File: src/hw/rtl/integer_alu_with_divide_top_macros.svh
// Assertion macros used by the top-level RTL.
`ifndef INTEGER_ALU_WITH_DIVIDE_TOP_MACROS_SVH
`define INTEGER_ALU_WITH_DIVIDE_TOP_MACROS_SVH

// Same-cycle implication, checked out of reset.
`define IAD_ASSERT_NOW(label, clk, rst_n, ante, cons, msg) \
    label: assert property (@(posedge clk) disable iff (!rst_n) (ante) |-> (cons)) \
        else $error(msg);

// Next-cycle implication, checked out of reset.
`define IAD_ASSERT_NEXT(label, clk, rst_n, ante, cons, msg) \
    label: assert property (@(posedge clk) disable iff (!rst_n) (ante) |=> (cons)) \
        else $error(msg);

`endif

File: src/hw/rtl/iad_pkg.sv
package iad_pkg;

    localparam int DATA_WIDTH = 32;
    localparam int OP_WIDTH   = 3;

    typedef enum logic [OP_WIDTH-1:0] {
        OP_ADD = 3'd0,
        OP_SUB = 3'd1,
        OP_MUL = 3'd2,
        OP_DIV = 3'd3,
        OP_REM = 3'd4,
        OP_AND = 3'd5,
        OP_OR  = 3'd6,
        OP_NOT = 3'd7
    } t_op;

    typedef struct packed {
        logic                  valid;
        t_op                   op;
        logic                  neg_q;
        logic                  neg_r;
        logic                  div_zero;
        logic [DATA_WIDTH-1:0] divisor;
        logic [DATA_WIDTH-1:0] part_rem;
        logic [DATA_WIDTH-1:0] quo;
        logic [DATA_WIDTH-1:0] res;
    } t_cell;

endpackage

File: src/hw/rtl/iad_cell.sv
module iad_cell
    import iad_pkg::*;
(
    input  logic  i_clk,
    input  logic  i_rst_n,
    input  logic  i_adv,
    input  t_cell i_prev,
    output t_cell o_cur
);

    t_cell               r_cell;
    t_cell               n_cell;
    logic [DATA_WIDTH:0] w_shift;
    logic [DATA_WIDTH:0] w_trial;
    logic                w_bit;

    assign w_shift = {i_prev.part_rem, i_prev.quo[DATA_WIDTH-1]};
    assign w_trial = w_shift - {1'b0, i_prev.divisor};
    assign w_bit   = ~w_trial[DATA_WIDTH];

    always_comb begin
        n_cell          = i_prev;
        n_cell.part_rem = w_bit ? w_trial[DATA_WIDTH-1:0] : w_shift[DATA_WIDTH-1:0];
        n_cell.quo      = {i_prev.quo[DATA_WIDTH-2:0], w_bit};
    end

    always_ff @(posedge i_clk) begin
        if (!i_rst_n) begin
            r_cell.valid <= 1'b0;
        end else if (i_adv) begin
            r_cell.valid <= n_cell.valid;
        end
        if (i_adv) begin
            r_cell.op       <= n_cell.op;
            r_cell.neg_q    <= n_cell.neg_q;
            r_cell.neg_r    <= n_cell.neg_r;
            r_cell.div_zero <= n_cell.div_zero;
            r_cell.divisor  <= n_cell.divisor;
            r_cell.part_rem <= n_cell.part_rem;
            r_cell.quo      <= n_cell.quo;
            r_cell.res      <= n_cell.res;
        end
    end

    assign o_cur = r_cell;

endmodule

File: config.mk
export PLATFORM = sky130hd
export DESIGN_NAME = iad_cell
export DESIGN_NICKNAME = d
export VERILOG_FILES = /design/src/hw/rtl/integer_alu_with_divide_top_macros.svh /design/src/hw/rtl/iad_pkg.sv /design/src/hw/rtl/iad_cell.sv
export SDC_FILE = /design/constraint.sdc
export NUM_CORES = 1
export LEC_CHECK = 0
export BUFFER_PORTS_ARGS = -buffer_cell sky130_fd_sc_hd__buf_2
export CORE_AREA = 5 5 122 135
export CTS_BUF_LIST = sky130_fd_sc_hd__clkbuf_4
export DETAILED_ROUTE_END_ITERATION = 7
export DIE_AREA = 0 0 127 140
export PLACE_DENSITY_LB_ADDON = 0.3
export SYNTH_ARGS = -nofsm -noshare
export SYNTH_HDL_FRONTEND = slang
export SYNTH_SLANG_ARGS = --single-unit
export TNS_END_PERCENT = 20
File: constraint.sdc
create_clock -name i_clk -period 3.5 [get_ports i_clk]
set_input_delay 0.35 -clock i_clk [delete_from_list [all_inputs] [get_ports i_clk]]
set_output_delay 0.35 -clock i_clk [all_outputs]
set_load 0.1 [all_outputs]
# Word level (Yosys, flattened, before mapping)
# Cells that the tools add are included.
[word_totals]
ff_bits = 135
[classes]
bitwise = 1
n_addsub = 1
n_mux = 1
[ops]
columns = ["operator", "n"]
rows = [
  ["$sub A33 B32 Y33", 1],
  ["$mux W32", 1],
  ["$not A1 Y1", 1],
]

# Depth between registers and ports, before layout
[logic_depth]
word_depth = 2
mapped_depth = 12
depth_no_buf = 11

# Worst setup path after synthesis
# No wires, ideal clock.
[synth_timing]
path_type = "input to register"
from = "input i_prev[63] (netlist name)"
to = "register r_cell (netlist bit o_cur[68]), data pin"
required_ps = 3240
path_stages = 12
arrival_ps = 2624
setup_slack_ps = 616
path_buffers = 1
cell_sequence = "inv_1 > ha_1 > fa_1 > nand2b_1 > a21oi_1 > o211ai_1 > a21oi_1 > o31a_2 > mux2i_1 > nor2_2 > buf_6 > mux2_4"
[synth_rtl]
columns = ["element", "line", "rtl"]
rows = [
  ["start, declared", "iad_cell.sv:7", "input t_cell i_prev,"],
  ["end, declared", "iad_cell.sv:11", "t_cell r_cell;"],
]

==> flow_summary.yaml <==
status:
  status: "finished, final reports clean"
placed_design:
  place_congestion: 0.914
  dp_hpwl_microns: 14100
  port_buffers: 272
  pre_cts_slack_ns: 0.242
cells_and_area:
  areaGrowthSynthToFinish_pct: 44.0
  largest_register_ffs: 135
  layout-drive-gt1-share: 0.389
  nets: 1037
sta:
  period_share: 0.916
  skew_ns: 0
  worst_slack_ns: 0.295
  finalSetupViolations: 0
  finalHoldViolCount: 0
  fmax_mhz: 312
  max-slew-margin-rel: 0.539
  max_slew.worst_pin.slew_ns: 0.692
  maxSlewViolCount: 0
  setup_tns_ns: 0
  fin_crit_ns: 3.21
  grt_setup_unrepaired: "no"
floorplan:
  boundaryPins: 273
  fp.dieH_microns: 140
  die_x_microns: 127
  core_area_sq_um: 14900
  initial_core_util: 0.439
  die_area_sq_um: 17800
  rows: 47
synth:
  synthSimpleGateAreaFrac: 0.0790
  synth-compound-area-share: 0.104
  synth_edf_count: 134
  syn_area_sq_um: 6550
  synth_ff_type: "edfxtp_1"
  synth_nets: 652
  ys_seq_area_frac: 0.617
  synth_top_family_by_area: "compound AO/OA/AOI/OAI gates"
  synth.area.mux_share: 0.0716
  synth_fa_ha_area_frac: 0.0641
  synth-async-reset-ratio: 0
  yosys.area_share.xor_xnor: 0.0307
  synth.distinct_cells: 50
  avgSynthCellArea_sq_um: 13.6
  yosysWarnings: 0
  synthCells: 481
  ys_ff_latch: 135
drt:
  vias: 5408
  wl_per_cell_microns: 18.5
  drt-total-wl_microns: 19900
  postRouteAntennaNets: 0
  drt-initial-drc-count: 412
  drc_errors: 0
  dr.pass1.iters: 7
  vias_per_cell: 5.02
power:
  p_per_area_nw_per_um2: 537
  p_leak_nw: 4.28
  ir_worst_vdd_uv: 279
critical_path:
  crit_required_ns: 3.81
  crit_path_max_fanout: 33
  cp.arrival_ns: 3.51
  start_kind: "input port"
  critPathKind: "in2reg"
  critPathCaptureType: "register"
grt:
  grt_pass1_wl_microns: 30300
  grt_pass1_vias: 5504
  grt_use_total: 0.219
  grt-ovfl-total: 0
  antenna_found_initial: 2
  grt_max_degree: 74
clock_network:
  cts_max_level: 4
  cts_root_buf: "clkbuf_4"
  cts_buffer_depth: 2
  cts_resized: 0
  insertion_delay_ns: 0.55
  cts_tree: "done"
  cts_sinks: 135
  cts.clk_slew.worst_paths_ns: 0.14
  cts_made_buffers: 17
hold_path:
  hold_path.class: "in2reg"
job:
  cap_violations: 0
[area by class of cell]
type | instances | area (sq um)
tap | 196 | 245
clock buffer | 17 | 128
multi-input combinational | 297 | 2300
antenna | 2 | 5.00
sequential | 135 | 4040
fill | 1177 | 5500
clock inverter | 15 | 138
inverter | 38 | 143
timing repair buffer | 377 | 2440
[cells in the final DEF, fill, tap and decap left out, types with 6 or more instances in the layout]
| cell | n |
|---|---|
| o211ai_1 | 6 |
| mux2_4 | 25 |
| nand4_1 | 6 |
| xnor2_1 | 13 |
| clkbuf_4 | 17 |
| mux2i_1 | 6 |
| a21oi_1 | 38 |
| edfxtp_1 | 134 |
| ha_1 | 32 |
| nand2_1 | 27 |
| o21ai_0 | 17 |
| nor2_1 | 18 |
| nand2b_1 | 8 |
| buf_2 | 271 |
| dlygate4sd3_1 | 102 |
| inv_1 | 38 |
| a21o_1 | 18 |
| nor2b_1 | 6 |
| nand3_1 | 10 |
| xor2_1 | 10 |
[what timing repair did]
| item | 4_1_cts | 5_1_grt |
|---|---|---|
| setup buffers | 0 | 0 |
| hold endpoints to repair | 102 | 0 |
| hold buffers | 102 | 0 |
[final timing paths]
kind / slack, ns / cells after the start / from / endpoint
min reg2reg: 0.54 / 2 / o_cur[134]$_SDFFE_PN0P_ / o_cur[134]$_SDFFE_PN0P_
max reg2reg: 2.88 / 2 / o_cur[134]$_SDFFE_PN0P_ / o_cur[134]$_SDFFE_PN0P_
max: 0.29 / 13 / i_prev[96] / o_cur[85]$_DFFE_PP_
min: 0.06 / 3 / i_prev[134] / o_cur[134]$_SDFFE_PN0P_
[synth_stat cells, drive strengths merged (8+ instances only)]
library cell / instances / area share
a21o: 18 / 0.021
xnor2: 13 / 0.017
o21ai: 18 / 0.014
nand2: 27 / 0.015
xor2: 10 / 0.013
a21oi: 39 / 0.030
nand3: 10 / 0.0076
nand2b: 8 / 0.0076
ha: 32 / 0.061
mux2: 28 / 0.062
edfxtp: 134 / 0.61
inv: 38 / 0.022
nor2: 19 / 0.011
[logic make-up (layout without fill, tap and decap cells)]
family          after synthesis  count (layout)
buf+inv                      49             447
other cells                   0               2
xor+xnor                     23              23
compound gates              107             107
mux                          34              34
flops                       135             135
fa+ha+maj                    33              33
simple gates                100             100
[per-stage QoR]
step            util  instances  area (sq um)  hold slack (ns)  total power, mW
6_report       0.632       1077          9440           0.0625             5.07
4_1_cts        0.631       1075          9430           0.0147             5.09
3_5_place_dp   0.545        941          8150            0.499             4.02
2_1_floorplan      -        481          6550            0.449             3.64
5_1_grt        0.632       1077          9440           0.0321             5.28
3_3_place_gp   0.545        941          8150            0.492             4.00
[worst max-delay path, cell delays in order]
cell	delay (ns)
dlygate4sd3_1	0.54
buf_2	0.13
ha_1	0.20
fa_1	0.40
nand2b_1	0.19
a21oi_1	0.22
o211ai_1	0.17
a21oi_1	0.21
o31a_2	0.19
mux2i_1	0.28
nor2_4	0.07
buf_12	0.20
mux2_4	0.33
[layer usage]
layer	track usage	vias up	routed length (microns)
met1	0.254	2587	7760
met4	0.0565	0	217
li1	-	2582	-
met5	0	-	0
met2	0.392	225	10400
met3	0.0685	14	1540
[where the power goes]
group | total [mW] | internal (mW) | switching [mW]
clock | 0.988 | 0.310 | 0.677
sequential | 2.01 | 1.97 | 0.0412
combinational | 2.08 | 0.501 | 1.57
(Power assumes the default switching activity.)
