### src/hw/rtl/integer_alu_with_divide_top_macros.svh
// Assertion macros used by the top-level RTL.
`ifndef INTEGER_ALU_WITH_DIVIDE_TOP_MACROS_SVH
`define INTEGER_ALU_WITH_DIVIDE_TOP_MACROS_SVH

// Same-cycle implication, checked out of reset.
`define IAD_ASSERT_NOW(label, clk, rst_n, ante, cons, msg) \
    label: assert property (@(posedge clk) disable iff (!rst_n) (ante) |-> (cons)) \
        else $error(msg);

// Next-cycle implication, checked out of reset.
`define IAD_ASSERT_NEXT(label, clk, rst_n, ante, cons, msg) \
    label: assert property (@(posedge clk) disable iff (!rst_n) (ante) |=> (cons)) \
        else $error(msg);

`endif

### src/hw/rtl/iad_pkg.sv
package iad_pkg;

    localparam int DATA_WIDTH = 32;
    localparam int OP_WIDTH   = 3;

    typedef enum logic [OP_WIDTH-1:0] {
        OP_ADD = 3'd0,
        OP_SUB = 3'd1,
        OP_MUL = 3'd2,
        OP_DIV = 3'd3,
        OP_REM = 3'd4,
        OP_AND = 3'd5,
        OP_OR  = 3'd6,
        OP_NOT = 3'd7
    } t_op;

    typedef struct packed {
        logic                  valid;
        t_op                   op;
        logic                  neg_q;
        logic                  neg_r;
        logic                  div_zero;
        logic [DATA_WIDTH-1:0] divisor;
        logic [DATA_WIDTH-1:0] part_rem;
        logic [DATA_WIDTH-1:0] quo;
        logic [DATA_WIDTH-1:0] res;
    } t_cell;

endpackage

### src/hw/rtl/iad_front.sv
module iad_front
    import iad_pkg::*;
(
    input  logic                  i_clk,
    input  logic                  i_rst_n,
    input  logic                  i_adv,
    input  logic                  i_valid,
    input  logic [OP_WIDTH-1:0]   i_op,
    input  logic [DATA_WIDTH-1:0] i_a,
    input  logic [DATA_WIDTH-1:0] i_b,
    output t_cell                 o_cell
);

    t_cell                 r_cell;
    t_cell                 n_cell;
    t_op                   w_op;
    logic [DATA_WIDTH-1:0] w_mag_a;
    logic [DATA_WIDTH-1:0] w_mag_b;
    logic [DATA_WIDTH-1:0] w_mul;

    assign w_op    = t_op'(i_op);
    assign w_mag_a = i_a[DATA_WIDTH-1] ? (~i_a + 1'b1) : i_a;
    assign w_mag_b = i_b[DATA_WIDTH-1] ? (~i_b + 1'b1) : i_b;
    assign w_mul   = i_a * i_b;

    always_comb begin
        n_cell          = '0;
        n_cell.valid    = i_valid;
        n_cell.op       = w_op;
        n_cell.neg_q    = i_a[DATA_WIDTH-1] ^ i_b[DATA_WIDTH-1];
        n_cell.neg_r    = i_a[DATA_WIDTH-1];
        n_cell.div_zero = (i_b == '0);
        n_cell.divisor  = w_mag_b;
        n_cell.part_rem = '0;
        n_cell.quo      = w_mag_a;
        unique case (w_op)
            OP_ADD: n_cell.res = i_a + i_b;
            OP_SUB: n_cell.res = i_a - i_b;
            OP_MUL: n_cell.res = w_mul;
            OP_DIV: n_cell.res = '0;
            OP_REM: n_cell.res = '0;
            OP_AND: n_cell.res = i_a & i_b;
            OP_OR:  n_cell.res = i_a | i_b;
            OP_NOT: n_cell.res = ~i_a;
        endcase
    end

    always_ff @(posedge i_clk) begin
        if (!i_rst_n) begin
            r_cell.valid <= 1'b0;
        end else if (i_adv) begin
            r_cell.valid <= n_cell.valid;
        end
        if (i_adv) begin
            r_cell.op       <= n_cell.op;
            r_cell.neg_q    <= n_cell.neg_q;
            r_cell.neg_r    <= n_cell.neg_r;
            r_cell.div_zero <= n_cell.div_zero;
            r_cell.divisor  <= n_cell.divisor;
            r_cell.part_rem <= n_cell.part_rem;
            r_cell.quo      <= n_cell.quo;
            r_cell.res      <= n_cell.res;
        end
    end

    assign o_cell = r_cell;

endmodule

### config.mk
export PLATFORM = sky130hd
export DESIGN_NAME = iad_front
export DESIGN_NICKNAME = d
export VERILOG_FILES = /design/src/hw/rtl/integer_alu_with_divide_top_macros.svh /design/src/hw/rtl/iad_pkg.sv /design/src/hw/rtl/iad_front.sv
export SDC_FILE = /design/constraint.sdc
export NUM_CORES = 2
export LEC_CHECK = 0
export BUFFER_PORTS_ARGS = -buffer_cell sky130_fd_sc_hd__buf_2
export CELL_PAD_IN_SITES_DETAIL_PLACEMENT = 2
export CELL_PAD_IN_SITES_GLOBAL_PLACEMENT = 2
export CORE_ASPECT_RATIO = 1.75
export CORE_MARGIN = 10
export CORE_UTILIZATION = 43
export CTS_CLUSTER_DIAMETER = 150
export DETAILED_ROUTE_END_ITERATION = 8
export GPL_TIMING_DRIVEN = 0
export PLACE_DENSITY_LB_ADDON = 0.3
export SYNTH_ARGS = -nofsm -noshare
export SYNTH_HDL_FRONTEND = slang
export SYNTH_SLANG_ARGS = --single-unit
### constraint.sdc
create_clock -name i_clk -period 17.55 [get_ports i_clk]
set_clock_uncertainty 0.05 [all_clocks]
set_input_delay 1.755 -clock i_clk [delete_from_list [all_inputs] [get_ports i_clk]]
set_output_delay 1.755 -clock i_clk [all_outputs]
set_load 0.01 [all_outputs]
### After elaboration in Yosys (flattened, before gate mapping)

Cells that the tools add are included.

* register bits: 103
* logic and storage cells: 33

* add/subtract/negate cells: 4
* multipliers: 1
* eq/ne operators: 7
* multiplexer cells: 3
* bitwise gates (word level): 5
* reduce and logical (&&, ||, !) cells: 3

Operators by type and width (number)
* 32-bit one-hot mux with 7 select lines: 1
* 32-bit by 1-bit adder with 32-bit output, second input constant: 2
* 32-bit inverter: 2
* 31-bit 2-to-1 mux: 2
* 32-bit adder: 1
* 32-bit bitwise AND: 1
* 32-bit zero test: 1
* 32-bit by 32-bit multiplier with 32-bit output: 1
* 32-bit OR: 1
* 32-bit subtractor: 1
* 3-bit == test, second input constant: 4
* 3-bit by 2-bit == test with 1-bit output, second input constant: 2
* 3-bit by 1-bit == test with 1-bit output, second input constant: 1
* 3-bit zero test: 1
* 2-bit OR reduction: 1
* 1-bit bitwise XOR: 1

### Logic depth before layout (Yosys ltp)

* depth after elaboration: 3
* mapped depth: 28
* gate-level depth less buffers: 26

### Least setup slack after synthesis

Ideal clock, no wire load.

* path kind: input to register
* from: input i_a[13]
* to: register r_cell, in the netlist o_cell[25], data pin
* library setup time: 0.270 ns
* data arrival time: 8.607 ns
* setup slack: 8.623 ns
* cell stages on the path: 26
* path buffers: 3
* cell sequence: clkbuf_1 clkbuf_1 clkbuf_1 and2_1 fa_1 inv_1 fa_1 fa_1 fa_1 inv_1 fa_1 inv_1 fa_1 inv_1 fa_1 fa_1 ha_1 o21ai_0 nor2_1 or4b_2 or2_2 a2111o_1 xnor2_1 o21ai_0 a21oi_1 a21oi_1

RTL lines
* start, declared: RTL line iad_front.sv:9 `input logic [DATA_WIDTH-1:0] i_a,`
* end, declared: RTL line iad_front.sv:14 `t_cell r_cell;`

==> results_dict.tcl <==
set metrics [dict create \
    crit_fanout 10 \
    syn_avg_cell_area_sq_um 9.117 \
    wl_per_cell_microns 33.76 \
    ys_dominant_reg_cell "edfxtp_1" \
    max_freq_mhz 88.94 \
    cts_root_buf "clkbuf_16" \
    ys_seq_area_frac 0.1300 \
    largest_reg_flops 103 \
    core_sq_mm 0.05443 \
    hold_path.class "flip-flop to flip-flop" \
    timing.final.crit_share 0.6406 \
    cts_buffers 9 \
    dr_total_vias 20730 \
    gp_congestion 0.9829 \
    fin_crit_ns 11.24 \
    area_delta_synth_final_pct 9.098 \
    cp_slowest_cell "clkbuf_1" \
    crit_arrival_ns 11.31 \
    r2r_start "o_cell[134]" \
    ant_nets 0 \
    dpl.cell_count 3485 \
    postCtsSetupBuffers 0 \
    die-area_sq_mm 0.06533 \
    fillCellCount 5991 \
    die_w_microns 197.6 \
    reg2reg_to "o_cell[134]" \
    holdWs_ns 0.4964 \
    cp-end-kind "flip-flop" \
    finalSetupViolations 0 \
    routed-wl-met3_microns 7445 \
    netlist_area_sq_mm 0.02372 \
    yosysTopAreaCellShare 0.3452 \
    ff2ff_setup_slack_ns 16.88 \
    io_pins 206 \
    rr_worst_depth 2 \
    yosys.area.top_type "fa_1" \
    critical_path_class "input pin to flip-flop" \
    status "completed" \
    synthDistinctLibCells 69 \
    clock_latency_ns 0.40 \
    grt_overflow 0 \
    finalNonFillerCells 3507 \
    cts_tree "done" \
    start_util 0.4358 \
    synthTopCellsByArea "fa_1 35%, edfxtp_1 13%, ha_1 8.4%" \
    yosys-top-cells-count "409 x fa_1, 391 x inv_1, 319 x nand2_1" \
    met2WireLength_microns 60270 \
    setup-tns-final_ns 0 \
    cts_htree_levels 3 \
    cts_resized 0 \
    hpwl_microns 98540 \
    required_ns 17.62 \
    grt_pass1_wl_microns 167900 \
    wirelength_microns 118400 \
    final_nets 3446 \
    critical_path.most_common_cell "fa_1" \
    cts.sinks 103 \
    synthCells 2602 \
    dr.max_layer_used "met5" \
    startpoint_type "input pin" \
    viasPerCell 5.910 \
    min_to "o_cell[134]" \
    die_y_microns 330.7 \
    layout-drive-gt1-share 0.08253 \
    max_cap_viol_count 0 \
    synthArstFlopShare 0 \
    synth_enable_flop_cells 102 \
    seq_area_sq_mm 0.003083 \
    grt_max_degree 71 \
    drt_iter0_drc 1317 \
    dr.pass1.iters 8 \
    wl_met1_microns 39000 \
    clock_path_buffers 2 \
    synth_most_common_cell "fa_1" \
    slew_viol_final 0 \
    grt_pass1_vias 24430 \
    holdCritStartpoint "o_cell[134]" \
    ys_seq_elements 103 \
    antenna_found_initial 7 \
    tightest_slew_ns 1.492 \
    port_buffers 160 \
    grt_usage 0.3647 \
    holdPathStages 2 \
    path_clk_slew_ns 0.09 \
    crit_path_max_incr_delay_ns 0.92 \
    hold_buffers 0 \
    hold_violations 0 \
    rsz0062_at_grt "false" \
    rows 113 \
    yosysWarnings 0 \
    multi_input_area_sq_mm 0.01840 \
    relSlewSlack 0.005099 \
    remaining_drc_errors 0 \
]
[worst max-delay path by stage]
| stage | startpoint | end | slack, ns | cells past startpoint |
|---|---|---|---|---|
| finish | i_a[7] | o_cell[31] | 6.31 | 28 |
| global route | i_a[4] | o_cell[31] | 6.29 | 26 |
| CTS | i_a[7] | o_cell[31] | 6.63 | 28 |
| detailed placement | i_a[1] | o_cell[31] | 6.22 | 27 |
| global placement | i_a[4] | o_cell[23] | 6.44 | 25 |
| floorplan | i_a[13] | o_cell[25] | 8.62 | 26 |
[layer usage]
layer | global-route usage | vias to the layer above
met2 | 0.6480 | 1004
met4 | 0.3146 | 4
met5 | 0 | -
li1 | - | 8490
met1 | 0.3585 | 10790
met3 | 0.06991 | 443
[cell type report]
type / count / area share
antenna: 6 / 0.0005802
multi-input combinational: 1935 / 0.7111
buffer: 204 / 0.03457
inverter: 391 / 0.05671
clock buffer: 9 / 0.008702
sequential: 103 / 0.1191
tap: 690 / 0.03336
timing repair buffer: 162 / 0.03254
clock inverter: 7 / 0.003336
[cell usage in the layout, fill, tap and decap left out, drive strengths merged, types with 5 or more instances in the layout]
cell and n:
buf 205, and3 5, nand2 319, nor3 19, xnor2 143, ha 160, o21ai 86, a222oi 10
nand2b 18, a21oi 89, nand3 18, conb 32, edfxtp 102, inv 393, a31oi 6, mux2i 15
xor2 68, o31ai 24, or4 11, clkinv 5, nor2b 14, fa 409, a221oi 8, o21a 14
a211oi 8, and2 304, o41ai 6, o21bai 7, nor2 47, clkbuf 170, a21o 27, diode 6
or3 18
[stage by stage]
| stage | utilization | worst slack (ns) | instance area (sq um) |
|---|---|---|---|
| after floorplan | - | 8.623 | 23840 |
| after global placement | 0.4685 | 6.437 | 25500 |
| after detailed placement | 0.4694 | 6.222 | 25550 |
| after CTS | 0.4752 | 6.626 | 25860 |
| after global routing | 0.4752 | 6.292 | 25860 |
| final | 0.4754 | 6.307 | 25880 |
[worst max-delay path: cells and delay by family]
kind                     cells  cell delay (ns)
adder cells (fa/ha/maj)      9             4.31
XOR/XNOR                     1             0.11
buffers and inverters        8             2.32
AND/OR/NAND/NOR              3             0.69
AO/OA/AOI/OAI                7             2.11
[cell families after synthesis]
logic type,after synthesis,share of synthesized area
compound gates,320,0.08661
xor+xnor,211,0.07790
fa+ha+maj,569,0.4296
buf+inv,595,0.09958
flops,103,0.1300
mux,17,0.007279
other cells,1,0.0001581
simple gates,786,0.1689
Power is left out: the tool's default activity adds up to more than one toggle a clock period on the data nets, which glitch-free logic cannot reach.
