--- src/hw/rtl/integer_alu_with_divide_top_macros.svh ---
// Assertion macros used by the top-level RTL.
`ifndef INTEGER_ALU_WITH_DIVIDE_TOP_MACROS_SVH
`define INTEGER_ALU_WITH_DIVIDE_TOP_MACROS_SVH

// Same-cycle implication, checked out of reset.
`define IAD_ASSERT_NOW(label, clk, rst_n, ante, cons, msg) \
    label: assert property (@(posedge clk) disable iff (!rst_n) (ante) |-> (cons)) \
        else $error(msg);

// Next-cycle implication, checked out of reset.
`define IAD_ASSERT_NEXT(label, clk, rst_n, ante, cons, msg) \
    label: assert property (@(posedge clk) disable iff (!rst_n) (ante) |=> (cons)) \
        else $error(msg);

`endif

--- src/hw/rtl/iad_pkg.sv ---
package iad_pkg;

    localparam int DATA_WIDTH = 32;
    localparam int OP_WIDTH   = 3;

    typedef enum logic [OP_WIDTH-1:0] {
        OP_ADD = 3'd0,
        OP_SUB = 3'd1,
        OP_MUL = 3'd2,
        OP_DIV = 3'd3,
        OP_REM = 3'd4,
        OP_AND = 3'd5,
        OP_OR  = 3'd6,
        OP_NOT = 3'd7
    } t_op;

    typedef struct packed {
        logic                  valid;
        t_op                   op;
        logic                  neg_q;
        logic                  neg_r;
        logic                  div_zero;
        logic [DATA_WIDTH-1:0] divisor;
        logic [DATA_WIDTH-1:0] part_rem;
        logic [DATA_WIDTH-1:0] quo;
        logic [DATA_WIDTH-1:0] res;
    } t_cell;

endpackage

--- src/hw/rtl/iad_back.sv ---
module iad_back
    import iad_pkg::*;
(
    input  logic                  i_clk,
    input  logic                  i_rst_n,
    input  t_cell                 i_cell,
    input  logic                  i_ready,
    output logic                  o_adv,
    output logic                  o_valid,
    output logic [DATA_WIDTH-1:0] o_value,
    output logic                  o_status
);

    logic                  r_valid;
    logic [DATA_WIDTH-1:0] r_value;
    logic                  r_status;
    logic [DATA_WIDTH-1:0] n_value;
    logic                  n_status;
    logic                  w_is_div;

    assign o_adv    = ~r_valid | i_ready;
    assign w_is_div = (i_cell.op == OP_DIV) || (i_cell.op == OP_REM);

    always_comb begin
        n_status = w_is_div & i_cell.div_zero;
        if (n_status) begin
            n_value = '0;
        end else if (i_cell.op == OP_DIV) begin
            n_value = i_cell.neg_q ? (~i_cell.quo + 1'b1) : i_cell.quo;
        end else if (i_cell.op == OP_REM) begin
            n_value = i_cell.neg_r ? (~i_cell.part_rem + 1'b1) : i_cell.part_rem;
        end else begin
            n_value = i_cell.res;
        end
    end

    always_ff @(posedge i_clk) begin
        if (!i_rst_n) begin
            r_valid <= 1'b0;
        end else if (o_adv) begin
            r_valid <= i_cell.valid;
        end
    end

    always_ff @(posedge i_clk) begin
        if (o_adv) begin
            r_value  <= n_value;
            r_status <= n_status;
        end
    end

    assign o_valid  = r_valid;
    assign o_value  = r_value;
    assign o_status = r_status;

endmodule

--- config.mk ---
export PLATFORM = sky130hd
export DESIGN_NAME = iad_back
export DESIGN_NICKNAME = d
export VERILOG_FILES = /design/src/hw/rtl/integer_alu_with_divide_top_macros.svh /design/src/hw/rtl/iad_pkg.sv /design/src/hw/rtl/iad_back.sv
export SDC_FILE = /design/constraint.sdc
export NUM_CORES = 1
export LEC_CHECK = 0
export ABC_AREA = 0
export BUFFER_PORTS_ARGS = -buffer_cell sky130_fd_sc_hd__buf_2
export CAP_MARGIN = 30
export CELL_PAD_IN_SITES_DETAIL_PLACEMENT = 1
export CELL_PAD_IN_SITES_GLOBAL_PLACEMENT = 1
export CORE_MARGIN = 4
export CORE_UTILIZATION = 29
export DETAILED_ROUTE_END_ITERATION = 8
export PLACE_DENSITY_LB_ADDON = 0.05
export SLEW_MARGIN = 10
export SYNTH_ARGS = -nofsm -noshare
export SYNTH_HDL_FRONTEND = slang
export SYNTH_SLANG_ARGS = --single-unit
--- constraint.sdc ---
create_clock -name i_clk -period 2.15 [get_ports i_clk]
set_input_delay 0 -clock i_clk [delete_from_list [all_inputs] [get_ports i_clk]]
set_output_delay 0 -clock i_clk [all_outputs]
set_load 0.01 [all_outputs]
== Word level (Yosys, flattened, before mapping) ==
Index checks and enable logic that the tools add are counted.

* Register bits: 34
* Latch bits: 0
* RAM bits: 0
* ROM bits: 0
* Input bits: 138
* Output and inout port bits: 35
* Logic and storage cells: 17
* Memories kept: 0

* Add/subtract/negate cells: 2
* $mul: 0
* Divide/modulo/power cells: 0
* Order comparisons: 0
* Equal/unequal tests: 2
* Shift-type cells: 0
* Multiplexer cells: 4
* Bitwise gates (word level): 5
* Reductions and logical operators: 1

{| class="wikitable"
|+ Operator list
! kind !! number
|-
| two-way mux 32 bit || 4
|-
| adder 32 x 1 -> 32 bit, second input constant || 2
|-
| NOT 32 bit || 2
|-
| == test 3 x 2 -> 1 bit, second input constant || 1
|-
| == test 3 bit, second input constant || 1
|-
| bitwise AND 1 bit || 1
|-
| logical OR 1 bit || 1
|-
| NOT 1 bit || 1
|-
| OR 1 bit || 1
|}

== Longest topological paths before layout ==
* Word-level depth: 5
* Gate-level depth with buffers: 8
* Gate-level depth less buffers: 8

== Worst setup path after synthesis ==
OpenSTA, ideal clock, no wires.

* Kind: input to register
* Start: in i_cell[48] (netlist bit)
* End: reg r_value[31] (netlist: o_value[31]) (data pin)
* Arrival time: 1.979 ns
* Required time: 1.884 ns
* Path slack: -0.095 ns
* Stages on the path: 7
* Path buffers: 1
* Cells stage by stage: or4_4 or4_4 buf_6 or3_4 o41ai_4 xor2_1 o21ai_1

* Longest elaborated chain between the ends: 4

{| class="wikitable"
|+ Ends and longest elaborated chain
! what !! RTL line !! source
|-
| from (decl) || iad_back.sv:6 || <nowiki>input t_cell i_cell,</nowiki>
|-
| NOT 32 bit || iad_back.sv:29 || <nowiki>n_value = i_cell.neg_q ? (~i_cell.quo + 1'b1) : i_cell.quo;</nowiki>
|-
| adder 32 x 1 -> 32 bit || iad_back.sv:29 ||
|-
| two-way mux 32 bit || iad_back.sv:29 ||
|-
| two-way mux 32 bit || iad_back.sv:28 || <nowiki>end else if (i_cell.op == OP_DIV) begin</nowiki>
|-
| to (signal assigned) || iad_back.sv:47 || <nowiki>r_value <= n_value;</nowiki>
|-
| to (decl) || iad_back.sv:15 || <nowiki>logic [DATA_WIDTH-1:0] r_value;</nowiki>
|}

Every way passes these cells.
A chain may end at the register's enable or synchronous reset.

== Worst setup path in the final report ==
* Start: in i_cell[64] (netlist bit)
* End: reg r_value[24] (netlist: o_value[24]) (data pin)

* Longest elaborated chain between the ends: 5

{| class="wikitable"
|+ Ends and longest elaborated chain
! what !! RTL line !! source
|-
| NOT 32 bit || iad_back.sv:31 || <nowiki>n_value = i_cell.neg_r ? (~i_cell.part_rem + 1'b1) : i_cell.part_rem;</nowiki>
|-
| adder 32 x 1 -> 32 bit || iad_back.sv:31 ||
|-
| two-way mux 32 bit || iad_back.sv:31 ||
|-
| two-way mux 32 bit || iad_back.sv:30 || <nowiki>end else if (i_cell.op == OP_REM) begin</nowiki>
|-
| two-way mux 32 bit || iad_back.sv:28 ||
|}

Every way passes these cells.

==> run metrics <==
Synth area leaders edfxtp_1 (32%), xnor2_1 (9.3%), xor2_1 (6.2%); CTS buffer count 5; FF-to-FF End o_valid; drt total wl 12.85 mm; sequential share of the synthesized area 32.48%; final instance count without filler cells 681; WHS Path Cells 3; Die Wd 111.6 microns; first drt pass iteration count 4; Max Clk Rate 486.5 MHz; wire per inst 18.86 microns; Unique masters post-synth 47; dpl hpwl 10.47 mm; global-route wire length before repair 19.89 mm; vias in the first global route 3,728; CP endpoint kind flop; Post-Place Cells 663; Post-synth top cells edfxtp_1 (33), xnor2_1 (33), nand2_1 (31); Int Power 1385 uW; HP Class input pin to flop; H-tree Lvls 2; CP Launch Type input pin; total number of vias 3,652; R2R Path Start o_valid; Top FF cell, synth edfxtp_1; Final nets 684; layout cells sized above 1 38.53%; unrepaired setup endpoints after global routing true; Top Layer Used met4; GRT Overall Usage 20.14%; Leakage 0.001885 uW; FP Rows 37; initial DRC count 105; Core Region 0.01037 sq mm; crit path time final 2.055 ns; pin count of the biggest net entering global routing 36; Clock Pin Slew Worst Setup and Hold Paths 0.08 ns; Worst Path Class, Setup input pin to flop; R2R depth 4; Max clock buf depth 2; final slew viol count 0; Fillers 1,307; synth warn 0; Worst Hold Slack -0.001580 ns; worst vdd ir 0.0002573 V; P&R area growth vs syn 44.81%; Synth area leader edfxtp_1; status finished, violations left; Synth async-reset ratio 0%; post-route clock skew 0.006894 ns; post-CTS setup repair buffer count 0; vias per cell 5.363; Worst Hold Endpoint o_value[3]; Fin. Hold Viols 1; sw frac 32.02%; die area 0.01246 sq mm; clk root buf clkbuf_8; hold path start i_cell[3]; Routed Antenna Nets 0; syn avg cell area 8.819 sq um; Seq pwr share 40.7%; Req. time, crit path 2.17 ns; drc violations 0; DRT met1 WL 5.571 mm; max-cap viol count 0; met2 wire length 6.303 mm; post-synth top area share 31.83%; Post-synth EDFFs 33; Clock Latency Late Sink 0.29 ns; Ant. Diodes 0; Final Wtd Congestion 0.8520; Max-slew headroom 62.86%; CTS tree yes; power density cells 451.9 mW/mm^2; clk sinks 34; P_sw 652.3 uW; Critical Path AT 2.08 ns; io pins 173; Cell Area, Synth 0.003113 sq mm; Comb power frac 34.1%; Final setup viols 0; violated checks hold timing; Starting Density 30.02%; clock network power share 25.2%; final worst-path cycle share 95.60%; R2R Setup Slk 0.55 ns; GRT overflow 0; Die Height 111.6 microns; Gate Count Post-Synth 353; port bufs 140; Met3 Routed Length 720 microns; Final Util 43.47%; FF+latch count, synth 34; worst slew pin tran 0.5570 ns; initial antenna violation count 0; crit-path max FO 3; Post-Syn Nets 493
## power by group through the flow
stage | registers (uW) | logic (uW) | clock network (uW)
5_1_grt | 837 | 761 | 558
3_3_place_gp | 845 | 671 | 0
4_1_cts | 831 | 697 | 525
6_report | 829 | 694 | 514
3_5_place_dp | 846 | 680 | 0
2_1_floorplan | 887 | 269 | 0
## what timing repair did
item	4_1_cts	5_1_grt
endpoints found under the hold margin	8	0
hold buffers	9	0
resized for setup	2	1
setup endpoints to repair	1	2
## cell families (layout without fill, tap and decap cells)
| kind of cell | count (synthesis) | count (layout) | synth area share (%) |
|---|---|---|---|
| buffers and inverters | 27 | 219 | 3.497 |
| AO/OA/AOI/OAI | 111 | 111 | 24.96 |
| adder cells (fa/ha/maj) | 2 | 2 | 0.8037 |
| XOR/XNOR | 55 | 55 | 15.47 |
| flip-flops | 34 | 34 | 32.48 |
| AND/OR/NAND/NOR | 120 | 120 | 21.50 |
| multiplexers | 4 | 4 | 1.286 |
## registers in the layout (all words and copies together), names as in the netlist
signal    flops
o_value      32
o_status      1
o_valid       1
## final cells by class
cell class                      count  area, sq um  share of cell area [%]
Inverter                            8        30.03                  0.6661
Clock inverter                      2        12.51                  0.2775
Clock buffer                        6        82.58                   1.832
Timing Repair Buffer              203         1196                   26.53
Tap cell                          136        170.2                   3.775
Sequential cell                    34         1011                   22.43
Multi-Input combinational cell    292         2006                   44.49
## layer usage
metal,vias up,track usage (%)
li1,1754,-
met1,1756,27.16
met2,126,33.86
met3,16,2.826
met4,0,5.434
met5,-,0
## metrics by stage
stage	total power (uW)	cell area [sq um]	setup slack, ns	TNS, ns	hold WS (ns)
3_5_place_dp	1526	4308	-0.4281	-2.153	0.2555
5_1_grt	2157	4508	-0.006530	-0.006530	0.01502
6_report	2037	4508	0.09460	0	-0.001580
4_1_cts	2052	4499	0.09324	0	0.0002190
3_3_place_gp	1516	4308	-0.3854	-1.821	0.2446
2_1_floorplan	1156	3113	-0.04059	-0.07600	0.1388
## how the worst max path moves through the flow
stage / slack, ns / end / from
final: 0.09 / o_value[24] / i_cell[64]
after global routing: -0.007 / o_value[28] / i_cell[64]
after CTS: 0.09 / o_value[24] / i_cell[64]
after detailed placement: -0.43 / o_value[27] / i_cell[64]
after global placement: -0.39 / o_value[27] / i_cell[64]
after floorplan: -0.04 / o_value[31] / i_cell[48]
## worst max-delay path, cell delays in order
cell	delay, ns
buf_2	0.13
inv_1	0.05
ha_1	0.14
or3b_1	0.36
or3_1	0.40
or3_1	0.35
o31ai_1	0.25
xor2_1	0.25
o221ai_1	0.15
## placed cells by master, fill, tap and decap left out, types with 3 or more instances in the layout
cell type,instances
a211oi_1,5
a21oi_1,9
a22oi_1,20
buf_2,140
buf_4,54
clkbuf_8,6
dlygate4sd3_1,9
edfxtp_1,33
inv_1,8
mux2i_1,4
nand2_1,31
nand2b_1,7
nand3_1,6
nor2_1,13
nor2b_1,4
nor3_1,9
nor3b_1,3
nor4_1,11
o21ai_0,29
o221ai_1,3
o22ai_1,3
o31ai_1,18
o41ai_1,11
or3_1,9
or4_1,8
or4_4,3
xnor2_1,33
xor2_1,22
(Power assumes the default switching activity.)
